<file path="src/hdl/fed_pkg.sv">
`timescale 1ns / 1ps
// Shared widths, register codes, reset values and a helper of the feedback echo delay.
package fed_pkg;

	localparam int unsigned FED_SAMPLE_W = 16;
	localparam int unsigned FED_CHAN_OUT_W = 3;
	localparam int unsigned FED_NCH_W = 4;
	localparam int unsigned FED_FRAMES_W = 16;
	localparam int unsigned FED_GAIN_W = 15;
	localparam int unsigned FED_CFG_IDX_W = 2;
	localparam int unsigned FED_CFG_DATA_W = 16;

	localparam int unsigned FED_DEF_RING_DEPTH = 65536;
	localparam int unsigned FED_DEF_MAX_CHANNELS = 8;
	localparam int unsigned FED_QUEUE_DEPTH = 4;

	localparam logic [FED_NCH_W-1:0] FED_RST_NUM_CHANNELS = 4'd2;
	localparam logic [FED_FRAMES_W-1:0] FED_RST_DELAY_FRAMES = 16'd1024;
	localparam logic [FED_GAIN_W-1:0] FED_RST_FEEDBACK_GAIN = 15'd16384;

	typedef enum logic [FED_CFG_IDX_W-1:0] {
		FED_REG_NUM_CHANNELS,
		FED_REG_DELAY_FRAMES,
		FED_REG_FEEDBACK_GAIN
	} fed_reg_t;

	// Width of a channel counter for a given channel count.
	function automatic int unsigned fed_chan_w(input int unsigned n);
		return (n > 1) ? $clog2(n) : 1;
	endfunction

endpackage

</file>
<file path="src/hdl/fed_queue.sv">
`timescale 1ns / 1ps
// Small first-in first-out queue between the front and the back of the echo delay.
module fed_queue #(
	parameter int unsigned W = 16,
	parameter int unsigned DEPTH = fed_pkg::FED_QUEUE_DEPTH,
	localparam int unsigned PtrW = (DEPTH > 1) ? $clog2(DEPTH) : 1,
	localparam int unsigned CntW = $clog2(DEPTH + 1)
) (
	input  logic         clk,
	input  logic         arst_n,
	input  logic         push,
	input  logic [W-1:0] push_data,
	output logic         full,
	output logic         head_valid,
	output logic [W-1:0] head_data,
	input  logic         pop
);

	logic [W-1:0] slot_q [DEPTH];
	logic [PtrW-1:0] wr_ptr_q;
	logic [PtrW-1:0] rd_ptr_q;
	logic [CntW-1:0] count_q;
	logic do_push;
	logic do_pop;

	assign full = (count_q == CntW'(DEPTH));
	assign head_valid = (count_q != '0);
	assign head_data = slot_q[rd_ptr_q];
	assign do_push = push && !full;
	assign do_pop = pop && head_valid;

	always_ff @(posedge clk or negedge arst_n) begin
		if (!arst_n) begin
			wr_ptr_q <= '0;
			rd_ptr_q <= '0;
			count_q <= '0;
		end else begin
			if (do_push) begin
				wr_ptr_q <= (wr_ptr_q == PtrW'(DEPTH - 1)) ? '0 : wr_ptr_q + PtrW'(1);
			end
			if (do_pop) begin
				rd_ptr_q <= (rd_ptr_q == PtrW'(DEPTH - 1)) ? '0 : rd_ptr_q + PtrW'(1);
			end
			case ({do_push, do_pop})
				2'b10: count_q <= count_q + CntW'(1);
				2'b01: count_q <= count_q - CntW'(1);
				default: count_q <= count_q;
			endcase
		end
	end

	always_ff @(posedge clk) begin
		if (do_push) begin
			slot_q[wr_ptr_q] <= push_data;
		end
	end

	assert property (@(posedge clk) disable iff (!arst_n)
		count_q <= CntW'(DEPTH))
		else $error("queue holds more entries than its depth");

endmodule

</file>
<file path="config.mk">
export PLATFORM = sky130hd
export DESIGN_NAME = fed_queue
export DESIGN_NICKNAME = d
export VERILOG_FILES = /design/src/hdl/fed_pkg.sv /design/src/hdl/fed_queue.sv
export SDC_FILE = /design/constraint.sdc
export NUM_CORES = 1
export LEC_CHECK = 0
export ABC_CLOCK_PERIOD_IN_PS = 3700
export BUFFER_PORTS_ARGS = -buffer_cell sky130_fd_sc_hd__buf_2
export CORE_MARGIN = 4
export CORE_UTILIZATION = 35
export CTS_CLUSTER_DIAMETER = 60
export DETAILED_ROUTE_END_ITERATION = 16
export PLACE_DENSITY = 0.54
export SLEW_MARGIN = 40
export SYNTH_ARGS = -nofsm -noshare
export SYNTH_HDL_FRONTEND = slang
export SYNTH_SLANG_ARGS = --single-unit
</file>
<file path="constraint.sdc">
create_clock -name clk -period 3.7 [get_ports clk]
set_clock_uncertainty 0.2 [all_clocks]
set_input_delay 0.185 -clock clk [delete_from_list [all_inputs] [get_ports clk]]
set_output_delay 0.185 -clock clk [all_outputs]
set_load 0.01 [all_outputs]
</file>
==> summary.md, run 1 <==
| Metric | Value |
|---|---|
| Hold Fails Final Rpt | `0` |
| PostCTS Resize Cnt | `0` |
| CTS Hold Buffers Added | `20` |
| Share of the synthesized area in the top cell type | `68.5%` |
| Worst-Skew Late Latency | `330 ps` |
| Worst Setup Path Type | `register to register` |
| Crit path cell chain | `nor3b_2, nor2b_2, inv_1, ha_1, inv_1, fa_1, xor2_1, nor2_1, xor2_1` |
| CP startpoint kind | `register` |
| Area grow syn2layout | `24.6%` |
| Die Wd | `97.5 microns` |
| Status | `finished clean` |
| N_diodes | `0` |
| Max FO, Critical Path | `7` |
| Crit path max-delay family | `adder cells` |
| Core area | `0.00777 sq mm` |
| CTS sink count | `71` |
| VDD IR max | `0.299 mV` |
| F_max | `446 MHz` |
| Count of cell types in the netlist | `21` |
| Clk slew on worst S/H paths | `70 ps` |
| Total Wirelength | `4860 microns` |
| Buf+Inv Stages, Crit Path | `2` |
| Area contributors post-synth | `edfxtp_1, mux4_1, mux4_2` |
| DRC violation total after the first TritonRoute iteration | `43` |
| Vias per inst | `4.63` |
| Predominant post-synthesis flop cell | `edfxtp_1` |
| WL/cell | `16.5 microns` |
| Max-cap violations | `0` |
| Slew at the pin with the worst max-slew slack | `817 ps` |
| Cell Area, Placed | `0.00308 sq mm` |
| Avg Cell Area, Syn | `22.6 sq um` |
| Vias | `1367` |
| Number of synthesized flops with an enable pin | `64` |
| RSZ-0062 raised after global routing | `false` |
| Final HPWL DP | `3080 microns` |
| Largest net degree at the start of global routing | `20` |
| Final Critical Period | `2240 ps` |
| Post-DRT Antenna Nets | `0` |
| Delay of the slowest critical-path stage | `430 ps` |
| GR Overflow Total | `0` |
| Syn Inst Count | `124` |
| Register bit total from synthesis | `71` |
| Hold Path Class | `input port to register` |
| Starting Density | `36.1%` |
| Cell area after synthesis | `0.00281 sq mm` |
| Initial antenna violation count | `0` |
| CTS H-tree depth | `3` |
| Largest area contributor in the netlist | `edfxtp_1` |
| Worst setup slack after placement | `1480 ps` |
| Crit. End Element | `register` |
| GRT Overall Usage | `10.9%` |
| Yosys Warn Count | `0` |
| Seq/Total Area, Yosys | `74.7%` |
| Post-CTS Setup Repair Bufs | `0` |
| TritonCTS clock tree | `done` |
| Leak Pwr | `0.00129 uW` |
| Num CTS Buffers | `9` |
| Max clock buf depth | `2` |
| Die area | `0.00952 sq mm` |
| Final setup violation count | `0` |
| Nets | `215` |
| Top-count cell post-synth | `edfxtp_1` |
| Slew Viols, Final | `0` |
| Max_slew headroom | `45.6%` |
| Most frequent cells after synthesis | `edfxtp_1, mux4_1, mux4_2` |
| Final GP Congestion | `0.759` |
| First-pass GRT wire length | `7690 microns` |
| Pre-antenna DRT Iters | `4` |
| Worst EP arrival | `2300 ps` |
| Worst EP required | `3750 ps` |
| PwrDens | `736 mW/mm^2` |
| Residual DRC | `0` |
| Total power | `2570 uW` |
| Num rows | `32` |
| Design area | `0.00350 sq mm` |
| Share of cells above drive strength 1 | `36.3%` |
| CP max-delay cell | `dfrtp_1` |
| Io pins | `38` |
| Final period util | `60.6%` |
| Sum of negative setup slack | `0 ps` |
| Syn_nets | `151` |
| Async SR Flop Fraction | `9.86%` |
| CTS root buf | `clkbuf_8` |
| Die height | `97.5 microns` |
| Setup ws final | `1460 ps` |
| PortBufs | `37` |
| Vias in the first global route | `1457` |
==> per-stage QoR <==
stage          hold WS [ps]  utilization (%)  instances
4_1_cts                 185             45.0        295
3_5_place_dp           -169             39.7        259
3_3_place_gp           -179             39.6        259
2_1_floorplan          -311                -        124
5_1_grt                 194             45.0        295
6_report                195             45.0        295
==> area by class of cell <==
type / instances / area (sq um)
clock buffers: 10 / 128
clock inverters: 6 / 85.1
fillers: 694 / 4270
inverters: 7 / 26.3
multi-input cells: 42 / 647
flip-flops and latches: 71 / 2100
well taps: 102 / 128
repair buffers: 57 / 385
==> power breakdown <==
group,switching [uW],total (uW),internal (uW)
Sequential,151,1220,1070
Clock,277,655,377
Combinational,325,696,371
==> flip-flops by register name (all words and copies together) (netlist names) <==
register,count
slot_q,64
count_q,3
rd_ptr_q,2
wr_ptr_q,2
==> worst min-delay path, delay by kind of cell <==
family        cells  cell delay, ps
mux               1             230
simple gates      1             180
buf+inv           1             100
==> layer usage <==
layer	vias up	GRT usage (%)	wire length (microns)
li1	626	-	-
met1	702	13.3	2120
met2	30	17.4	2430
met3	9	3.95	235
met4	0	4.47	81
met5	-	0	0
==> worst paths after layout <==
path	startpoint	slack [ps]	cells after the start	end
max	count_q[0]	1460	9	count_q[2]
min	push	190	3	wr_ptr_q[1]
max reg2reg	count_q[0]	1460	9	count_q[2]
min reg2reg	count_q[2]	300	1	count_q[2]
max in group asynchronous	arst_n	2050	4	count_q[0]
min in group asynchronous	arst_n	550	3	count_q[2]
==> placed cells by master, fill, tap and decap left out, types with 2 or more instances in the layout <==
master,synthesis,final
edfxtp_1,64,64
buf_2,2,37
dlygate4sd3_1,0,20
clkbuf_8,0,9
mux4_2,8,8
mux4_1,8,8
inv_1,7,7
ha_1,6,6
dfrtp_1,7,6
and2_2,0,4
nor2_1,3,3
mux2_2,2,2
mux2_1,2,2
xor2_1,2,2
bufinv_16,0,2
==> cells by family (layout without fill, tap and decap cells) <==
group | Yosys count | in the layout | share of synthesized area [%]
DFF | 71 | 71 | 74.7
muxes | 21 | 21 | 15.9
and+or+nand+nor | 11 | 11 | 2.67
buffers and inverters | 11 | 80 | 2.41
adders and majority gates | 7 | 7 | 3.39
xor gates and xnor gates | 3 | 3 | 0.936
No activity file was read; power rests on OpenSTA's default activity.
==> run 2, diff against run 1 <==
--- a/config.mk
+++ b/config.mk
@@ -5,13 +5,13 @@
 export SDC_FILE = /design/constraint.sdc
 export NUM_CORES = 1
 export LEC_CHECK = 0
-export ABC_CLOCK_PERIOD_IN_PS = 3700
+export ABC_CLOCK_PERIOD_IN_PS = 1850
 export BUFFER_PORTS_ARGS = -buffer_cell sky130_fd_sc_hd__buf_2
 export CORE_MARGIN = 4
 export CORE_UTILIZATION = 35
 export CTS_CLUSTER_DIAMETER = 60
 export DETAILED_ROUTE_END_ITERATION = 16
-export PLACE_DENSITY = 0.54
+export PLACE_DENSITY = 0.56
 export SLEW_MARGIN = 40
 export SYNTH_ARGS = -nofsm -noshare
 export SYNTH_HDL_FRONTEND = slang
==> constraint.sdc (replaced) <==
create_clock -name clk -period 1.85 [get_ports clk]
set_clock_uncertainty 0.2 [all_clocks]
set_input_delay 0.0925 -clock clk [delete_from_list [all_inputs] [get_ports clk]]
set_output_delay 0.0925 -clock clk [all_outputs]
set_load 0.01 [all_outputs]
==> run 2 against run 1 <==
Effect of this change:
- the flow now finishes with violations (negative setup slack)
- combinational power rose to 3.6 times the previous value
- sequential cell count unchanged
- critical path type unchanged
- core utilization up 4.4 points
- power up 130%
- largest power group is now combinational logic
- critical endpoint unchanged
==> summary.md, run 2 (synthesized netlist as in run 1, its figures left out) <==
| Metric | Value |
|---|---|
| RSZ-0062 raised after global routing | `true` |
| FF+latch area | `0.00210 sq mm (unchanged)` |
| Setup ws final | `-185 ps (-1640 ps)` |
| Slew Viols, Final | `0 (unchanged)` |
| Hold Fails Final Rpt | `0 (unchanged)` |
| CTS root buf | `clkbuf_8` |
| Max_slew headroom | `76.6% (+31 points)` |
| Final HPWL DP | `3550 microns (+15%)` |
| Cell Int Power | `4120 uW (+130%)` |
| Worst setup slack after placement | `-212 ps (-1690 ps)` |
| Clk slew on worst S/H paths | `70 ps (about the same)` |
| Core Util, Final | `49.5% (+4.4 points)` |
| Residual DRC | `0 (unchanged)` |
| Crit. End Element | `register` |
| Logic pwr share | `43.1% (+16 points)` |
| Starting Density | `36.1% (unchanged)` |
| Final setup violation count | `15 (+15)` |
| Pre-antenna DRT Iters | `4 (unchanged)` |
| Share of cells above drive strength 1 | `49.5% (+13 points)` |
| GRT Overall Usage | `12.3% (+1.4 points)` |
| Most frequent cells in the layout | `edfxtp_1, buf_2, dlygate4sd3_1, buf_4, mux4_2` |
| Final Critical Period | `2040 ps (-206 ps)` |
| Max FO, Critical Path | `3 (-4)` |
| Vias | `1483 (+8.5%)` |
| Biggest register | `slot_q` |
| Max-cap violations | `0 (unchanged)` |
| PortBufs | `37 (unchanged)` |
| Worst EP required | `1860 ps (-1890 ps)` |
| Fillers | `655 (-5.6%)` |
| PwrDens | `1520 mW/mm^2 (+110%)` |
| Failing checks | `negative setup slack` |
| Fin cells | `322 (+9.2%)` |
| Vias in the first global route | `1651 (+13%)` |
| Vias per inst | `4.61 (-0.61%)` |
| Worst-Skew Late Latency | `330 ps (about the same)` |
| Hold Path Class | `input port to register` |
| Largest net degree at the start of global routing | `14 (-30%)` |
| CP Depth | `9 (unchanged)` |
| Die area | `0.00952 sq mm (unchanged)` |
| VDD IR max | `0.649 mV (+120%)` |
| First-pass GRT wire length | `8830 microns (+15%)` |
| Area grow syn2layout | `36.9%` |
| Nets | `242 (+13%)` |
| N_diodes | `0 (unchanged)` |
| Num rows | `32 (unchanged)` |
| Dpl cells | `276 (+6.6%)` |
| Crit path max-delay family | `simple AND/OR/NAND/NOR gates` |
| DRC violation total after the first TritonRoute iteration | `56 (+30%)` |
| CTS H-tree depth | `3 (unchanged)` |
| Status | `finished with violations` |
| Total Wirelength | `5400 microns (+11%)` |
| Final period util | `110% (+49 points)` |
| TritonCTS clock tree | `done` |
| F_max | `491 MHz (+10%)` |
| Delay of the slowest critical-path stage | `420 ps (about the same)` |
| WL/cell | `16.8 microns (+1.7%)` |
| Core area | `0.00777 sq mm (unchanged)` |
| CTS sink count | `71 (unchanged)` |
| CP max-delay cell | `dfrtp_1` |
| CP startpoint kind | `register` |
| GR Overflow Total | `0 (unchanged)` |
| Hold Path Depth | `5 (+2)` |
| Number of flip-flops under the largest register name | `64 (unchanged)` |
| Leak Pwr | `0.00143 uW (+11%)` |
| Post-DRT Antenna Nets | `0 (unchanged)` |
| Biggest regs | `slot_q (64), count_q (3)` |
| Die Wd | `97.5 microns (unchanged)` |
| Num CTS Buffers | `9 (unchanged)` |
| Psw | `1730 uW (+130%)` |
| Slew at the pin with the worst max-slew slack | `349 ps (-467 ps)` |
| Buf+Inv Stages, Crit Path | `2 (unchanged)` |
| Crit path cell chain | `or3_4, nand2_4, inv_2, ha_4, inv_2, fa_2, xor2_1, nor2_1, xor2_1` |
| Multi-input logic area | `661 sq um (+2.1%)` |
| Sum of negative setup slack | `-1160 ps (-1160 ps)` |
| Max clock buf depth | `2 (unchanged)` |
| Clock group share of total power | `17.2% (-8.2 points)` |
| R2R depth | `9 (unchanged)` |
| Commonest non-fill, non-tap cell in the layout | `edfxtp_1` |
| Worst Setup Path Type | `register to register` |
| Io pins | `38 (unchanged)` |
| Reg power frac | `39.7% (-7.8 points)` |
| Initial antenna violation count | `0 (unchanged)` |
| Total power | `5850 uW (+130%)` |
| Worst EP arrival | `2050 ps (-250 ps)` |
| Switch share | `29.6% (+0.31 points)` |
| Final GP Congestion | `0.681 (-10%)` |
| Die height | `97.5 microns (unchanged)` |
run 2: cell count changes in the layout (fill, tap and decap cells not counted), moves of 4 or more:
cell    before  now
and2_2       4    0
and2_4       0    4
buf_12       0    7
buf_2       37   23
buf_4        0   19
buf_6        0   15
mux4_1       8    0
mux4_2       8   16
run 2: layer usage:
layer	vias up	global-route usage (%)	part of all wire [%]
met5	-	0	0
met4	0	5.75	2.3
met3	12	3.16	4.2
met2	43	20.7	53
met1	755	14.7	41
li1	673	-	-
run 2: path summary, 6_finish.rpt:
check                                  from          end  slack, ps
worst max-delay path             count_q[2]   count_q[2]       -190
worst min-delay path                   push   count_q[0]        130
worst max register to register   count_q[2]   count_q[2]       -190
worst min register to register  wr_ptr_q[1]  wr_ptr_q[1]        380
max in group asynchronous            arst_n  rd_ptr_q[0]        640
min in group asynchronous            arst_n   count_q[2]        530
run 2: layout make-up:
cell class | count | area share [%]
multi-input cells | 42 | 17.2
repair buffers | 84 | 20.1
clock buffers | 11 | 3.42
inverters | 7 | 0.684
flip-flops and latches | 71 | 54.6
well taps | 102 | 3.32
clock inverters | 5 | 0.651
run 2: stage by stage:
step | hold slack (ps) | cell area, sq um
6_report | 129 | 3840
5_1_grt | 133 | 3840
4_1_cts | 116 | 3810
3_5_place_dp | -258 | 3290
3_3_place_gp | -265 | 3290
2_1_floorplan | -403 | 2830
run 2: repair_timing:
| item | CTS | global route |
|---|---|---|
| gates cloned | 1 | 0 |
| setup buffers | 7 | 5 |
| endpoints found under the setup margin | 18 | 82 |
| endpoints found under the hold margin | 73 | 0 |
| resized for setup | 25 | 11 |
| pin swaps | 3 | 1 |
| hold buffers | 19 | 0 |
run 2: power groups by stage:
stage               Clock [uW]  Sequential, uW  Combinational [uW]
detailed placement           0            2340                1940
global placement             0            2300                1850
finish                    1010            2320                2520
floorplan                    0            2270                1180
global route              1120            2350                2720
CTS                       1040            2320                2510
run 2: worst reg2reg max path, delay by kind of cell, from the launching register on:
kind / cells / cell delay, ps
and+or+nand+nor: 3 / 560
xor gates and xnor gates: 2 / 300
adders and majority gates: 2 / 340
buffers and inverters: 2 / 90
DFF: 1 / 420
==> run 3, diff against run 2 <==
--- a/config.mk
+++ b/config.mk
@@ -7,10 +7,12 @@
 export LEC_CHECK = 0
 export ABC_CLOCK_PERIOD_IN_PS = 1850
 export BUFFER_PORTS_ARGS = -buffer_cell sky130_fd_sc_hd__buf_2
+export CAP_MARGIN = 20
 export CORE_MARGIN = 4
 export CORE_UTILIZATION = 35
 export CTS_CLUSTER_DIAMETER = 60
 export DETAILED_ROUTE_END_ITERATION = 16
+export GPL_TIMING_DRIVEN = 0
 export PLACE_DENSITY = 0.56
 export SLEW_MARGIN = 40
 export SYNTH_ARGS = -nofsm -noshare
==> run 3 against run 2 <==
Effect of this change:
- the run still ends with negative setup slack left
- count of clock-buffer cells in the layout decreased by 2
- core utilization down 1.8 points
- combinational power decreased by 12%
- final area is 3.7% lower
- sequential power hardly changed
- routed wire length shrank 3.5%
- sequential share of layout area up 2.1 points
- worst hold slack worse by 55 ps
- sequential cell count stayed put
- non-clock buffer count shrank 11
- critical path type unchanged
- largest cell class unchanged
==> summary.md, run 3 (synthesized netlist as in run 1, its figures left out) <==
| Metric | Value |
|---|---|
| Final GP Congestion | `0.740 (+8.6%)` |
| Slew Viols, Final | `0 (unchanged)` |
| Total power | `5640 uW (-3.7%)` |
| Area grow syn2layout | `31.8%` |
| VDD IR max | `0.821 mV (+26%)` |
| Max clock buf depth | `2 (unchanged)` |
| Biggest regs | `slot_q (64), count_q (3)` |
| Hold Path Class | `input port to register` |
| Status | `finished with violations` |
| CTS sink count | `71 (unchanged)` |
| Max FO, Critical Path | `3 (unchanged)` |
| Clock group share of total power | `20.1% (+2.9 points)` |
| Reg power frac | `40.6% (+0.9 points)` |
| Sum of negative setup slack | `-2140 ps (-974 ps)` |
| Most frequent cells in the layout | `edfxtp_1, buf_2, dlygate4sd3_1` |
| N_diodes | `0 (unchanged)` |
| Number of flip-flops under the largest register name | `64 (unchanged)` |
| Num CTS Buffers | `9 (unchanged)` |
| Die area | `0.00952 sq mm (unchanged)` |
| R2R Setup Slk | `-180 ps (about the same)` |
| Crit. End Element | `register` |
| Worst setup slack after placement | `-249 ps (-37.2 ps)` |
| GR Overflow Total | `0 (unchanged)` |
| Post-DRT Antenna Nets | `0 (unchanged)` |
| Core area | `0.00777 sq mm (unchanged)` |
| PwrDens | `1520 mW/mm^2 (about the same)` |
| Worst Setup Path Type | `register to register` |
| Leak Pwr | `0.00138 uW (-3.5%)` |
| CP startpoint kind | `register` |
| Logic pwr share | `39.3% (-3.8 points)` |
| Vias per inst | `4.61 (about the same)` |
| Final setup violation count | `18 (+3)` |
| Psw | `1650 uW (-4.6%)` |
| Share of cells above drive strength 1 | `45.9% (-3.7 points)` |
| Final Critical Period | `2030 ps (-7.26 ps)` |
| GRT Overall Usage | `11.9% (-0.37 points)` |
| Starting Density | `36.1% (unchanged)` |
| Die height | `97.5 microns (unchanged)` |
| Failing checks | `negative setup slack` |
| Final period util | `110% (-0.39 points)` |
| First-pass GRT wire length | `8390 microns (-5.0%)` |
| CTS root buf | `clkbuf_8` |
| Cell Int Power | `3990 uW (-3.3%)` |
| PortBufs | `37 (unchanged)` |
| Biggest register | `slot_q` |
| Residual DRC | `0 (unchanged)` |
| Worst-Skew Late Latency | `340 ps (about the same)` |
| Cell Area, Placed | `0.00315 sq mm (-4.4%)` |
| Vias | `1423 (-4.0%)` |
| RSZ-0062 raised after global routing | `true` |
| F_max | `493 MHz (+0.36%)` |
| Vias in the first global route | `1635 (-0.97%)` |
| Io pins | `38 (unchanged)` |
| Num rows | `32 (unchanged)` |
| Worst EP arrival | `2050 ps (about the same)` |
| Final HPWL DP | `3220 microns (-9.2%)` |
| Worst EP required | `1880 ps (+20 ps)` |
| Die Wd | `97.5 microns (unchanged)` |
| Total Wirelength | `5210 microns (-3.5%)` |
| Design area | `0.00370 sq mm (-3.7%)` |
| Slew at the pin with the worst max-slew slack | `350 ps (+0.405 ps)` |
| Hold Fails Final Rpt | `0 (unchanged)` |
| DRC violation total after the first TritonRoute iteration | `34 (-39%)` |
| CTS H-tree depth | `3 (unchanged)` |
| Pre-antenna DRT Iters | `4 (unchanged)` |
| Max_slew headroom | `76.6% (about the same)` |
| Switch share | `29.3% (-0.29 points)` |
| Commonest non-fill, non-tap cell in the layout | `edfxtp_1` |
| Setup ws final | `-178 ps (+7.25 ps)` |
| TritonCTS clock tree | `done` |
| Clk slew on worst S/H paths | `70 ps (about the same)` |
| Nets | `231 (-4.5%)` |
| Largest net degree at the start of global routing | `17 (+3)` |
| Initial antenna violation count | `0 (unchanged)` |
| WL/cell | `16.9 microns (+0.54%)` |
| Max-cap violations | `0 (unchanged)` |
-- run 3: cell count changes in the layout (fill, tap and decap cells not counted), moves of 2 or more --
cell,previous run,this run
buf_12,7,1
buf_2,23,28
buf_6,15,13
mux4_2,16,12
mux4_1,0,4
clkinv_1,3,1
clkbuf_1,2,0
buf_4,19,11
-- run 3: worst paths after layout --
check | startpoint | to | cells after the start
setup / recovery | count_q[1] | count_q[2] | 9
hold / removal | push | count_q[0] | 5
setup reg to reg | count_q[1] | count_q[2] | 9
hold reg to reg | wr_ptr_q[1] | wr_ptr_q[1] | 1
max in group asynchronous | arst_n | count_q[0] | 3
min in group asynchronous | arst_n | wr_ptr_q[1] | 3
-- run 3: cell type report --
cell class | count | area (sq um)
buffer | 4 | 50.0
multi-input combinational | 42 | 668
inverter | 7 | 26.3
clock inverter | 5 | 51.3
sequential | 71 | 2100
clock buffer | 9 | 124
timing repair buffer | 69 | 554
tap | 102 | 128
fill | 663 | 4070
-- run 3: through the flow --
stage          hold WS [ps]  utilization [%]  cells
2_1_floorplan          -403                -    124
3_3_place_gp           -270             40.5    263
3_5_place_dp           -261             40.6    263
4_1_cts                53.9             46.8    305
5_1_grt                90.3             47.6    309
6_report               74.2             47.6    309
-- run 3: what timing repair did --
| item | CTS | global route |
|---|---|---|
| gates cloned | 1 | 1 |
| endpoints found under the hold margin | 74 | 0 |
| setup endpoints to repair | 82 | 18 |
| gates resized for setup | 20 | 6 |
| pin swaps | 6 | 2 |
| hold buffers | 19 | 0 |
| buffers inserted | 8 | 3 |
-- run 3: power by group through the flow --
stage	clock network, uW	logic [uW]	registers [uW]
6_report	1130	2220	2290
2_1_floorplan	0	1180	2270
3_3_place_gp	0	1680	2290
4_1_cts	1170	2110	2290
3_5_place_dp	0	1750	2320
5_1_grt	1240	2420	2320
-- run 3: layer usage --
metal | track usage, % | part of all wire [%] | vias up
met5 | 0 | 0 | -
met1 | 14.2 | 42 | 727
li1 | - | - | 650
met2 | 19.2 | 51 | 34
met3 | 3.30 | 4.0 | 12
met4 | 7.03 | 2.7 | 0
-- run 3: worst max-delay path, stage by stage (launching register included) --
cell and delay [ps]:
dfrtp_1 420, nor3b_4 290, nor2b_4 70, inv_2 70, ha_4 130, inv_2 30, fa_2 320, xor2_1 150
nor2_1 70, xor2_1 150
