<file path="src/hdl/fed_pkg.sv">
`timescale 1ns / 1ps
// Shared widths, register codes, reset values and a helper of the feedback echo delay.
package fed_pkg;

	localparam int unsigned FED_SAMPLE_W = 16;
	localparam int unsigned FED_CHAN_OUT_W = 3;
	localparam int unsigned FED_NCH_W = 4;
	localparam int unsigned FED_FRAMES_W = 16;
	localparam int unsigned FED_GAIN_W = 15;
	localparam int unsigned FED_CFG_IDX_W = 2;
	localparam int unsigned FED_CFG_DATA_W = 16;

	localparam int unsigned FED_DEF_RING_DEPTH = 65536;
	localparam int unsigned FED_DEF_MAX_CHANNELS = 8;
	localparam int unsigned FED_QUEUE_DEPTH = 4;

	localparam logic [FED_NCH_W-1:0] FED_RST_NUM_CHANNELS = 4'd2;
	localparam logic [FED_FRAMES_W-1:0] FED_RST_DELAY_FRAMES = 16'd1024;
	localparam logic [FED_GAIN_W-1:0] FED_RST_FEEDBACK_GAIN = 15'd16384;

	typedef enum logic [FED_CFG_IDX_W-1:0] {
		FED_REG_NUM_CHANNELS,
		FED_REG_DELAY_FRAMES,
		FED_REG_FEEDBACK_GAIN
	} fed_reg_t;

	// Width of a channel counter for a given channel count.
	function automatic int unsigned fed_chan_w(input int unsigned n);
		return (n > 1) ? $clog2(n) : 1;
	endfunction

endpackage

</file>
<file path="src/hdl/fed_front.sv">
`timescale 1ns / 1ps
// Front of the echo delay: takes samples, tracks channel and frame, forms ring addresses.
module fed_front #(
	parameter int unsigned RING_DEPTH = fed_pkg::FED_DEF_RING_DEPTH,
	parameter int unsigned MAX_CHANNELS = fed_pkg::FED_DEF_MAX_CHANNELS,
	localparam int unsigned AddrW = $clog2(RING_DEPTH),
	localparam int unsigned ChW = fed_pkg::fed_chan_w(MAX_CHANNELS)
) (
	input  logic                                     clk,
	input  logic                                     arst_n,
	input  logic [fed_pkg::FED_NCH_W-1:0]            num_channels,
	input  logic [fed_pkg::FED_FRAMES_W-1:0]         delay_frames,
	input  logic                                     restart,
	input  logic                                     clearing,
	input  logic                                     queue_full,
	input  logic                                     in_valid,
	output logic                                     in_ready,
	input  logic signed [fed_pkg::FED_SAMPLE_W-1:0]  sample_in,
	output logic                                     push,
	output logic signed [fed_pkg::FED_SAMPLE_W-1:0]  push_sample,
	output logic [ChW-1:0]                           push_chan,
	output logic [AddrW-1:0]                         push_wa,
	output logic [AddrW-1:0]                         push_ra
);

	import fed_pkg::*;

	localparam int unsigned CntW = $clog2(MAX_CHANNELS + 1);
	localparam int unsigned LenW = $clog2(RING_DEPTH + 1);
	localparam int unsigned CmpW = (FED_FRAMES_W + CntW > LenW) ? FED_FRAMES_W + CntW : LenW;

	// Longest ring of whole frames for each channel count.
	logic [CmpW-1:0] cap_tab [MAX_CHANNELS + 1];

	assign cap_tab[0] = '0;
	for (genvar g = 1; g <= MAX_CHANNELS; g++) begin : g_cap
		localparam int unsigned CapLen = (RING_DEPTH / g) * g;
		assign cap_tab[g] = CmpW'(CapLen);
	end

	logic [4:0] nch_ext;
	logic [CntW-1:0] chans_c;
	logic [FED_FRAMES_W-1:0] frames_c;
	logic [CmpW-1:0] prod_c;
	logic [LenW-1:0] len_c;

	logic [CntW-1:0] chans_q;
	logic [LenW-1:0] len_q;
	logic settle_q;
	logic [ChW-1:0] ch_q;
	logic [AddrW-1:0] rp_q;

	logic accept;
	logic frame_end;
	logic [LenW-1:0] wbase;
	logic [LenW-1:0] rp_sum;
	logic [AddrW-1:0] rp_next;

	assign nch_ext = {1'b0, num_channels};

	always_comb begin
		if (num_channels == '0) begin
			chans_c = CntW'(1);
		end else if (nch_ext > 5'(MAX_CHANNELS)) begin
			chans_c = CntW'(MAX_CHANNELS);
		end else begin
			chans_c = CntW'(nch_ext);
		end
		frames_c = (delay_frames == '0) ? FED_FRAMES_W'(1) : delay_frames;
		prod_c = CmpW'(frames_c) * CmpW'(chans_c);
		len_c = (prod_c > cap_tab[chans_c]) ? LenW'(cap_tab[chans_c]) : LenW'(prod_c);
	end

	assign in_ready = !queue_full && !clearing && !settle_q;
	assign accept = in_valid && in_ready;

	// The write frame trails the read frame by one frame, modulo the ring length.
	assign wbase = (rp_q == '0) ? len_q - LenW'(chans_q) : LenW'(rp_q) - LenW'(chans_q);
	assign frame_end = ((CntW'(ch_q) + CntW'(1)) == chans_q);
	assign rp_sum = LenW'(rp_q) + LenW'(chans_q);
	assign rp_next = (rp_sum >= len_q) ? '0 : AddrW'(rp_sum);

	assign push = accept;
	assign push_sample = sample_in;
	assign push_chan = ch_q;
	assign push_wa = AddrW'(wbase) + AddrW'(ch_q);
	assign push_ra = rp_q + AddrW'(ch_q);

	always_ff @(posedge clk or negedge arst_n) begin
		if (!arst_n) begin
			chans_q <= CntW'(1);
			len_q <= LenW'(1);
			settle_q <= 1'b1;
			ch_q <= '0;
			rp_q <= '0;
		end else begin
			chans_q <= chans_c;
			len_q <= len_c;
			settle_q <= restart;
			if (restart) begin
				ch_q <= '0;
				rp_q <= '0;
			end else if (accept) begin
				if (frame_end) begin
					ch_q <= '0;
					rp_q <= rp_next;
				end else begin
					ch_q <= ch_q + ChW'(1);
				end
			end
		end
	end

	assert property (@(posedge clk) disable iff (!arst_n)
		CntW'(ch_q) < chans_q)
		else $error("channel position reached the channel count");

	assert property (@(posedge clk) disable iff (!arst_n)
		LenW'(rp_q) < len_q)
		else $error("read frame position outside the ring");

endmodule

</file>
<file path="config.mk">
export PLATFORM = sky130hd
export DESIGN_NAME = fed_front
export DESIGN_NICKNAME = d
export VERILOG_FILES = /design/src/hdl/fed_pkg.sv /design/src/hdl/fed_front.sv
export SDC_FILE = /design/constraint.sdc
export NUM_CORES = 1
export LEC_CHECK = 0
export BUFFER_PORTS_ARGS = -buffer_cell sky130_fd_sc_hd__buf_2
export CAP_MARGIN = 40
export CORE_MARGIN = 1
export CORE_UTILIZATION = 60
export CTS_BUF_LIST = sky130_fd_sc_hd__clkbuf_4 sky130_fd_sc_hd__clkbuf_8
export CTS_CLUSTER_DIAMETER = 80
export DETAILED_ROUTE_END_ITERATION = 7
export PLACE_DENSITY = 0.83
export REMOVE_ABC_BUFFERS = 1
export SYNTH_ARGS = -nofsm -noshare
export SYNTH_HDL_FRONTEND = slang
export SYNTH_SLANG_ARGS = --single-unit
</file>
<file path="constraint.sdc">
create_clock -name clk -period 13.96 [get_ports clk]
set_input_delay 2.792 -clock clk [delete_from_list [all_inputs] [get_ports clk]]
set_output_delay 2.792 -clock clk [all_outputs]
set_load 0.02 [all_outputs]
</file>
==> flow_summary.yaml, run 1 <==
worst_setup_path:
  cp_top_family: "simple AND/OR/NAND/NOR gates"
  worstPathCellList: "buf_2 -> nor2b_1 -> nand2_1 -> fa_1 -> fa_1 -> fa_1 -> nor2b_1 -> o21ai_2 -> a21boi_1 -> o21ai_2 -> o21bai_1 -> a21oi_1 -> xnor2_1 -> ha_1 -> a21o_1 -> a21oi_1 -> a21oi_1 -> a211oi_1 -> a21oi_1 -> o21a_1 -> or4_4 -> nor4_4 -> buf_6 -> mux2_2"
  worst_setup_path_end_kind: "flip-flop"
  cp_max_fo: 24
  rrSetupSlack_ns: 9.22
  r2r-end: "rp_q[7]$_DFFE_PN0P_"
  crit_required_ns: 14.15
  rr_worst_depth: 18
  crit_type: "in -> reg"
  cp-start-kind: "input pin"
  cp_num_buf_inv: 2
  worstPathArrival_ns: 9.28
  crit_path_frequent_cell: "a21oi_1"
  rr_startpoint: "rp_q[0]$_DFFE_PN0P_"
  crit_path_max_incr_delay_ns: 0.78
  slowest_stage: "nor2b_1"
global_route:
  grt_pass1_vias: 5791
  grt_max_degree: 32
  antenna_found_initial: 0
  grt_pass1_wl_mm: 26.27
  busiest_layer: "met2"
  grt_usage_pct: 28.60
  met2_usage_pct: 53.29
  use_met3_pct: 3.801
  grt_overflow_total: 0
  grt_use_met1_pct: 33.32
power_and_ir_drop:
  powerDensity_nw_per_um2: 115.9
  ir_worst_vdd_mv: 0.1135
  cellLeakagePower_nw: 3.482
floorplan:
  start_util_pct: 62.52
  pin_count: 95
  die_w_um: 106.4
  fp.coreArea_um2: 10460
  dieArea_um2: 11320
  die_h_um: 106.4
  rows: 37
logic_synthesis:
  async_flop_share_pct: 100.0
  yosysSeqAreaShare_pct: 15.74
  syn_inst: 812
  netlist_area_um2: 6541
  synth-seq-cells: 41
  synth_edf_count: 0
  yosysWarnings: 0
  ys.flop_type: "dfrtp_1"
  avgSynthCellArea_um2: 8.056
  synth_cell_types: 66
clock_network:
  cts.sinks: 41
  cts_setup_buffers: 0
  clkLatencyLatePin_ns: 0.31
  ctsResizeCount: 0
  h-tree-depth: 2
  cts_max_path_buffers: 2
  clk_pin_slew_ns: 0.09
  cts-hold-fix-buffers: 0
  cts_tree: "yes"
  clock_tree.root_cell: "clkbuf_8"
  cts_buffers: 5
timing:
  hold_viol: 0
  finalClockSkew_ns: 0.008410
  slew_headroom_pct: 37.07
  rsz0062_at_grt: "false"
  fin_crit_ns: 9.088
  drv_slew: 0
  fin_crit_sh_pct: 65.10
  finalSetupViolations: 0
  worst_pin_slew_ns: 0.9419
  fin_setup_tns_ns: 0
  max_freq_ghz: 0.1100
route:
  drt_iter0_markers: 256
  drc: 0
  ant_nets: 0
  via_per_inst: 5.883
  drt-total-wl_mm: 15.48
  num_vias: 5754
  first_pass_iters: 5
  wl_per_cell_um: 15.82
final_layout:
  nets: 991
  final.fill_count: 865
  n_antenna_cell: 0
  drive_gt1_share_pct: 13.18
  area_growth_pct: 5.796
  final_core_util_pct: 66.14
placement:
  place.gp.congestion: 0.9526
  dp_hpwl_mm: 12.60
  port_buffers: 62
status:
  status: "finished clean"
hold_path:
  holdPathStages: 2
  hold_start: "rp_q[0]$_DFFE_PN0P_"
  whs_endpoint: "rp_q[0]$_DFFE_PN0P_"
  hold_class: "reg -> reg"
flow_run:
  cap_viol_max_count: 0
-- per-layer routing --
layer  wire length, um  share of wire, %
met5                 0                 0
met1              6352                41
met3               850               5.5
met4               412               2.7
met2              7860                51
-- worst max-delay path by stage --
stage / startpoint / slack (ns) / endpoint / cells after the start
finish: num_channels[3] / 4.87 / len_q[6]$_DFF_PN0_ / 24
global route: num_channels[3] / 4.49 / len_q[6]$_DFF_PN0_ / 24
CTS: num_channels[3] / 4.89 / len_q[6]$_DFF_PN0_ / 24
detailed placement: num_channels[3] / 4.57 / len_q[6]$_DFF_PN0_ / 24
global placement: num_channels[3] / 4.54 / len_q[6]$_DFF_PN0_ / 24
floorplan: delay_frames[8] / 5.32 / len_q[2]$_DFF_PN0_ / 24
-- cell type report --
type | count | area, um^2 | area share (%)
Clock buffer | 5 | 68.82 | 0.9944
Clock inverter | 3 | 25.02 | 0.3616
Inverter | 97 | 364.1 | 5.261
Multi-Input combinational cell | 629 | 4898 | 70.78
Sequential cell | 41 | 1030 | 14.88
Tap cell | 136 | 170.2 | 2.459
Timing Repair Buffer | 67 | 364.1 | 5.261
-- Yosys cell counts (all sizes together) (2+ instances only) --
library cell,instances,area [um^2]
a21oi,45,229.0
and2,44,275.3
dfstp,3,78.83
xor2,20,175.2
nand3,12,60.06
a22o,6,52.55
clkbuf,20,75.07
o21a,7,52.55
nor4b,2,23.77
inv,97,364.1
nor3,19,100.1
o211ai,5,37.54
o2111ai,2,17.52
nand4,11,68.82
ha,76,950.9
o21bai,2,15.01
or3,5,36.28
buf,25,173.9
nor2b,13,83.83
a211oi,3,22.52
nand2b,15,93.84
nor2,50,187.7
o21ai,32,171.4
o22ai,4,31.28
or2,4,25.02
o31ai,8,60.06
a21o,24,180.2
and4,3,28.78
nand2,76,285.3
a31oi,8,50.05
mux2,14,183.9
nor4,8,65.06
and3,4,25.02
xnor2,47,411.6
or4,2,18.77
dfrtp,38,950.9
a2bb2oi,5,43.79
a2111oi,3,32.53
fa,32,640.6
nor3b,3,22.52
mux2i,6,60.06
a21boi,2,15.02
-- report_power, final --
group / internal, mW / total (mW) / switching (mW)
Clock: 0.0364 / 0.0830 / 0.0466
Sequential: 0.137 / 0.175 / 0.0380
Combinational: 0.227 / 0.544 / 0.318
Total: 0.400 / 0.802 / 0.402
-- layout by cell type, fill, tap and decap left out, types with 5 or more instances in the layout --
cell type	Yosys	final
dfrtp_1	38	38
a31oi_1	8	8
buf_2	7	62
fa_1	32	32
nor2_1	50	50
o31ai_1	8	8
nand2b_1	15	15
a21oi_1	44	44
nor4_1	7	7
mux2i_1	6	6
mux2_2	7	7
o21ai_0	28	28
nor3_1	18	18
clkbuf_8	0	5
and2_1	44	44
a2bb2oi_1	5	5
a21o_1	24	24
inv_1	97	97
nor2b_1	12	12
mux2_4	7	7
a22o_1	6	6
o21a_1	7	7
xor2_1	20	20
xnor2_1	47	47
o211ai_1	5	5
nand3_1	12	12
nand2_1	76	76
ha_1	76	76
nand4_1	11	11
-- logic make-up after synthesis --
| family | after synthesis | share of synthesized area (%) |
|---|---|---|
| simple gates | 274 | 21.86 |
| compound gates | 160 | 15.99 |
| buf+inv | 142 | 9.372 |
| fa+ha+maj | 108 | 24.33 |
| xor+xnor | 67 | 8.971 |
| flops | 41 | 15.74 |
| mux | 20 | 3.730 |
-- state kept, by name (all words and copies together), names as in the netlist --
register / cells
len_q: 17
rp_q: 16
push_chan: 3
settle_q: 1
chans_q: 4
-- through the flow --
stage	hold slack (ns)	instance area [um^2]	setup WS, ns	power (mW)	cells
floorplan	0.5217	6292	5.322	0.5755	767
global placement	0.5881	6788	4.540	0.6888	967
detailed placement	0.6176	6827	4.569	0.7138	970
CTS	0.6366	6920	4.890	0.7987	978
global route	0.6743	6920	4.488	0.8747	978
finish	0.6310	6920	4.872	0.8022	978
-- worst register-to-register path, stage by stage, from the launching register on --
cell	delay (ns)
dfrtp_1	0.46
ha_1	0.25
fa_1	0.42
a21o_1	0.19
a21oi_1	0.38
nor2_1	0.19
nand3_1	0.27
nor2_1	0.09
xor2_1	0.21
ha_1	0.29
a21o_1	0.18
a21o_1	0.17
a21oi_1	0.22
nand2_1	0.11
a211oi_1	0.28
o21ai_1	0.09
buf_4	0.21
or2_2	0.37
o31ai_1	0.25
(Power assumes the default switching activity.)
==> run 2, diff against run 1 <==
--- a/config.mk
+++ b/config.mk
@@ -8,11 +8,11 @@
 export BUFFER_PORTS_ARGS = -buffer_cell sky130_fd_sc_hd__buf_2
 export CAP_MARGIN = 40
 export CORE_MARGIN = 1
-export CORE_UTILIZATION = 60
+export CORE_UTILIZATION = 55
 export CTS_BUF_LIST = sky130_fd_sc_hd__clkbuf_4 sky130_fd_sc_hd__clkbuf_8
 export CTS_CLUSTER_DIAMETER = 80
 export DETAILED_ROUTE_END_ITERATION = 7
-export PLACE_DENSITY = 0.83
+export PLACE_DENSITY = 0.8
 export REMOVE_ABC_BUFFERS = 1
 export SYNTH_ARGS = -nofsm -noshare
 export SYNTH_HDL_FRONTEND = slang
==> constraint.sdc (replaced) <==
create_clock -name clk -period 7.38 [get_ports clk]
set_input_delay 1.476 -clock clk [delete_from_list [all_inputs] [get_ports clk]]
set_output_delay 1.476 -clock clk [all_outputs]
set_load 0.02 [all_outputs]
==> run 2 against run 1 <==
Net effect:
- the run now ends with design-rule violations left
- routed wire length decreased by 6.2%
- clock power increased by 75%
- global-route usage fell by 4.0 points
- combinational power rose by 88%
- critical path depth rose by 2
- register-to-register slack got worse by 6.6 ns
- hold slack got worse by 0.047 ns
- clock skew is 0.0036 ns lower
- design area increased by 1.4%
- count of clock-buffer cells in the layout is the same
- die area up 8.9%
- first-iteration DRC count increased by 13%
- critical path type unchanged
- largest cell class unchanged
==> flow_summary.yaml, run 2 (synthesis gave the netlist of run 1 again) <==
flow_run:
  cap_viol_max_count: 0
clock_network:
  cts_buffers: 5
  clk_pin_slew_ns: 0.08
  clock_tree.root_cell: "clkbuf_8"
  cts.sinks: 41
  cts-hold-fix-buffers: 0
  clkLatencyLatePin_ns: 0.30
  cts_tree: "yes"
  cts_max_path_buffers: 2
  h-tree-depth: 2
timing:
  finalClockSkew_ns: 0.004818
  fin_crit_ns: 7.011
  finalSetupViolations: 0
  fin_setup_tns_ns: 0
  whs_ns: 0.5845
  fin_crit_sh_pct: 95.00
  hold_viol: 0
  max_freq_ghz: 0.1426
  rsz0062_at_grt: "false"
  slew_headroom_pct: 54.05
  layout_setup_ws_ns: 0.3693
  worst_pin_slew_ns: 0.6840
  drv_slew: 0
floorplan:
  die_h_um: 111.1
  pin_count: 95
  rows: 39
  dieArea_um2: 12330
  die_w_um: 111.1
  fp.coreArea_um2: 11520
  start_util_pct: 56.80
route:
  drt-total-wl_mm: 14.51
  via_per_inst: 5.684
  wl_per_cell_um: 14.61
  drc: 10
  num_vias: 5644
  ant_nets: 0
  drt_iter0_markers: 288
  first_pass_iters: 7
final_layout:
  drive_gt1_share_pct: 14.47
  largestRegisters: "len_q (17), rp_q (16), chans_q (4)"
  final_cell_mix: "97 x inv_1, 76 x nand2_1, 76 x ha_1"
  final.fill_count: 1033
  n_antenna_cell: 0
  nets: 999
  final_core_util_pct: 60.93
  largest_reg_flops: 17
  area_growth_pct: 7.269
  top_register: "len_q"
  final_common_cell: "inv_1"
placement:
  port_buffers: 62
  place.gp.congestion: 0.8995
  dp_hpwl_mm: 11.89
  post-place-ws_ns: -0.01333
global_route:
  grt_max_degree: 22
  grt_usage_pct: 24.59
  grt_pass1_wl_mm: 25.19
  grt_pass1_vias: 5478
  antenna_found_initial: 0
  grt_overflow_total: 0
worst_setup_path:
  rr_worst_depth: 18
  crit_path_start: "delay_frames[1]"
  r2r-end: "rp_q[7]$_DFFE_PN0P_"
  crit_required_ns: 7.57
  worst_setup_path_end_kind: "flip-flop"
  cp_max_fo: 17
  worstPathArrival_ns: 7.20
  rrSetupSlack_ns: 2.62
  endpoint: "len_q[5]$_DFF_PN0_"
  crit_type: "in -> reg"
  cp-start-kind: "input pin"
  rr_startpoint: "rp_q[0]$_DFFE_PN0P_"
status:
  status: "finished with violations"
  violations: "design-rule violations"
power_and_ir_drop:
  finalPower_mw: 1.492
  ir_worst_vdd_mv: 0.09376
  powerDensity_nw_per_um2: 212.6
  cellLeakagePower_nw: 3.527
hold_path:
  hold_class: "reg -> reg"
-- run 2: cell count changes in the layout (fill, tap and decap cells not counted), sizes merged --
cell / change
buf: +8
clkinv: +2
inv: -2
-- run 2: worst min path at each step --
stage / start / end / slack, ns / cells past startpoint
finish: rp_q[2]$_DFFE_PN0P_ / rp_q[2]$_DFFE_PN0P_ / 0.58 / 2
global route: rp_q[0]$_DFFE_PN0P_ / rp_q[0]$_DFFE_PN0P_ / 0.62 / 2
CTS: rp_q[2]$_DFFE_PN0P_ / rp_q[2]$_DFFE_PN0P_ / 0.58 / 2
detailed placement: rp_q[2]$_DFFE_PN0P_ / rp_q[2]$_DFFE_PN0P_ / 0.57 / 2
global placement: rp_q[2]$_DFFE_PN0P_ / rp_q[2]$_DFFE_PN0P_ / 0.55 / 2
floorplan: rp_q[2]$_DFFE_PN0P_ / rp_q[2]$_DFFE_PN0P_ / 0.52 / 2
-- run 2: through the flow --
| stage | instances | instance area [um^2] |
|---|---|---|
| detailed placement | 984 | 6904 |
| CTS | 992 | 6990 |
| global route | 993 | 7017 |
| finish | 993 | 7017 |
| floorplan | 767 | 6292 |
| global placement | 983 | 6877 |
-- run 2: routing by layer --
metal | vias to the layer above | track usage, % | share of wire (%)
met4 | 0 | 6.847 | 1.5
met2 | 162 | 44.23 | 50
met5 | - | 1.250 | 0
li1 | 2809 | - | -
met3 | 18 | 3.280 | 4.8
met1 | 2655 | 30.67 | 44
-- run 2: report_power, final --
part | internal (mW) | switching [mW] | total (mW)
clock | 0.0652 | 0.0800 | 0.145
sequential | 0.259 | 0.0693 | 0.328
combinational | 0.434 | 0.583 | 1.02
-- run 2: layout make-up --
| type | instances | area (um^2) | share of cell area [%] |
|---|---|---|---|
| Inverter | 97 | 364.1 | 5.189 |
| Timing Repair Buffer | 75 | 440.4 | 6.277 |
| Tap cell | 143 | 178.9 | 2.550 |
| Clock inverter | 3 | 17.52 | 0.2496 |
| Multi-Input combinational cell | 629 | 4917 | 70.08 |
| Clock buffer | 5 | 68.82 | 0.9807 |
| Sequential cell | 41 | 1030 | 14.68 |
-- run 2: what timing repair did --
item	CTS	global route
endpoints found under the setup margin	0	14
gates resized for setup	0	5
endpoints found under the hold margin	0	0
setup buffers	0	1
-- run 2: critical path, stage by stage --
cell,delay (ns)
buf_2,0.13
nor4_1,0.32
a41oi_1,0.20
nand2b_1,0.21
fa_1,0.51
fa_1,0.60
inv_1,0.05
ha_1,0.28
a21o_1,0.15
a21oi_1,0.16
nand2b_1,0.16
a21oi_2,0.08
nand3_1,0.15
nand2_1,0.09
xor2_1,0.21
ha_1,0.28
a21o_1,0.16
a21oi_1,0.19
a21oi_1,0.10
a211oi_1,0.23
a21oi_1,0.06
o21a_1,0.11
or4_4,0.52
nor4_4,0.20
buf_12,0.21
mux2_2,0.34
==> run 3, diff against run 2 <==
--- a/config.mk
+++ b/config.mk
@@ -6,7 +6,7 @@
 export NUM_CORES = 1
 export LEC_CHECK = 0
 export BUFFER_PORTS_ARGS = -buffer_cell sky130_fd_sc_hd__buf_2
-export CAP_MARGIN = 40
+export CAP_MARGIN = 15
 export CORE_MARGIN = 1
 export CORE_UTILIZATION = 55
 export CTS_BUF_LIST = sky130_fd_sc_hd__clkbuf_4 sky130_fd_sc_hd__clkbuf_8
==> constraint.sdc (replaced) <==
create_clock -name clk -period 7.38 [get_ports clk]
set_input_delay 1.476 -clock clk [delete_from_list [all_inputs] [get_ports clk]]
set_output_delay 1.476 -clock clk [all_outputs]
set_load 0.05 [all_outputs]
==> run 3 against run 2 <==
Net effect:
- the run still ends with design-rule violations left
- critical path depth down 1
- sequential power about the same
- non-clock buffer count unchanged
- clock power up 28%
- critical endpoint is now len_q[6]$_DFF_PN0_
- highest routed layer unchanged
==> flow_summary.yaml, run 3 (synthesis gave the netlist of run 1 again) <==
status:
  status: "finished with violations"
  violations: "design-rule violations"
floorplan:
  pin_count: 95
  die_h_um: 111.1
  die_w_um: 111.1
  start_util_pct: 56.80
  rows: 39
  fp.coreArea_um2: 11520
  dieArea_um2: 12330
worst_setup_path:
  cp_max_fo: 17
  crit_required_ns: 7.57
  cp_top_family: "adder cells"
  slowest_stage: "fa_1"
  cp_num_buf_inv: 5
  crit_path_max_incr_delay_ns: 0.52
  worstPathArrival_ns: 7.15
  crit_type: "in -> reg"
  worst_setup_path_end_kind: "flip-flop"
  cp-start-kind: "input pin"
clock_network:
  clkLatencyLatePin_ns: 0.31
  cts_buffers: 5
  cts-hold-fix-buffers: 0
  clk_pin_slew_ns: 0.08
  cts.sinks: 41
  clock_tree.root_cell: "clkbuf_8"
  h-tree-depth: 2
  cts_tree: "yes"
  cts_max_path_buffers: 2
final_layout:
  largest_reg_flops: 17
  nets: 999
  largestRegisters: "len_q (17), rp_q (16), chans_q (4)"
  drive_gt1_share_pct: 14.59
  area_growth_pct: 7.479
  top_register: "len_q"
  final_cell_mix: "97 x inv_1, 76 x nand2_1, 76 x ha_1"
  n_antenna_cell: 0
  final_common_cell: "inv_1"
timing:
  fin_setup_tns_ns: 0
  finalClockSkew_ns: 0.005405
  worst_pin_slew_ns: 0.9301
  layout_setup_ws_ns: 0.4198
  slew_headroom_pct: 37.99
  fin_crit_ns: 6.960
  hold_viol: 0
  drv_slew: 0
  finalSetupViolations: 0
  max_freq_ghz: 0.1437
  fin_crit_sh_pct: 94.31
route:
  drt-total-wl_mm: 14.56
  ant_nets: 0
  via_per_inst: 5.646
  drt_iter0_markers: 281
  wl_per_cell_um: 14.66
  first_pass_iters: 7
  num_vias: 5606
  drc: 10
flow_run:
  cap_viol_max_count: 0
placement:
  place.gp.congestion: 0.8995
  port_buffers: 62
  dp_hpwl_mm: 11.77
  post-place-ws_ns: 0.005522
power_and_ir_drop:
  ir_worst_vdd_mv: 0.1075
  cellLeakagePower_nw: 3.531
  powerDensity_nw_per_um2: 244.3
global_route:
  grt_max_degree: 42
  grt_pass1_vias: 5471
  grt_pass1_wl_mm: 25.23
  grt_overflow_total: 0
  antenna_found_initial: 0
  grt_usage_pct: 24.73
hold_path:
  hold_class: "reg -> reg"
==> run 3: metrics by stage <==
stage / cell area [um^2] / power [mW] / util, % / std cells / hold WS [ns]
6_report: 7030 / 1.718 / 61.05 / 993 / 0.5873
5_1_grt: 7030 / 1.854 / 61.05 / 993 / 0.6262
4_1_cts: 6992 / 1.709 / 60.71 / 991 / 0.5851
3_5_place_dp: 6877 / 1.518 / 59.71 / 983 / 0.5663
3_3_place_gp: 6877 / 1.495 / 59.71 / 983 / 0.5523
2_1_floorplan: 6292 / 1.267 / - / 767 / 0.5217
==> run 3: final timing paths <==
| check | from | to | slack [ns] | cells after the start |
|---|---|---|---|---|
| worst min register to register | rp_q[2]$_DFFE_PN0P_ | rp_q[2]$_DFFE_PN0P_ | 0.59 | 2 |
| max in group asynchronous | arst_n | chans_q[2]$_DFF_PN0_ | 5.49 | 1 |
| worst max-delay path | num_channels[3] | len_q[6]$_DFF_PN0_ | 0.42 | 25 |
| worst max register to register | rp_q[0]$_DFFE_PN0P_ | rp_q[8]$_DFFE_PN0P_ | 2.61 | 18 |
| min in group asynchronous | arst_n | rp_q[13]$_DFFE_PN0P_ | 1.30 | 1 |
| worst min-delay path | rp_q[2]$_DFFE_PN0P_ | rp_q[2]$_DFFE_PN0P_ | 0.59 | 2 |
==> run 3: what timing repair did <==
item | in CTS | in global routing
setup buffers | 0 | 2
resized for setup | 0 | 6
endpoints found under the setup margin | 0 | 17
==> run 3: layout make-up <==
| class | count | area (um^2) |
|---|---|---|
| multi-input cells | 629 | 4922 |
| fillers | 1047 | 4486 |
| inverters | 97 | 364.1 |
| repair buffers | 75 | 420.4 |
| well taps | 143 | 178.9 |
| clock buffers | 5 | 68.82 |
| flip-flops and latches | 41 | 1030 |
| clock inverters | 3 | 46.29 |
==> run 3: metal layers <==
layer | wire (um) | share of wire, % | track usage [%]
met5 | 0 | 0 | 1.250
met4 | 289 | 2.0 | 8.018
met3 | 807 | 5.5 | 3.007
met2 | 7100 | 49 | 43.44
met1 | 6364 | 44 | 31.47
==> run 3: tightest hold or removal path, cell delays in order, from the launching register on <==
cell and delay [ns]:
dfrtp_1 0.42, nand2_1 0.07, o21ai_0 0.06
==> run 3: power by group <==
group          internal [mW]  switching [mW]
Clock                  0.101          0.0851
Combinational          0.437           0.764
Sequential             0.259          0.0708
Total                  0.798           0.920
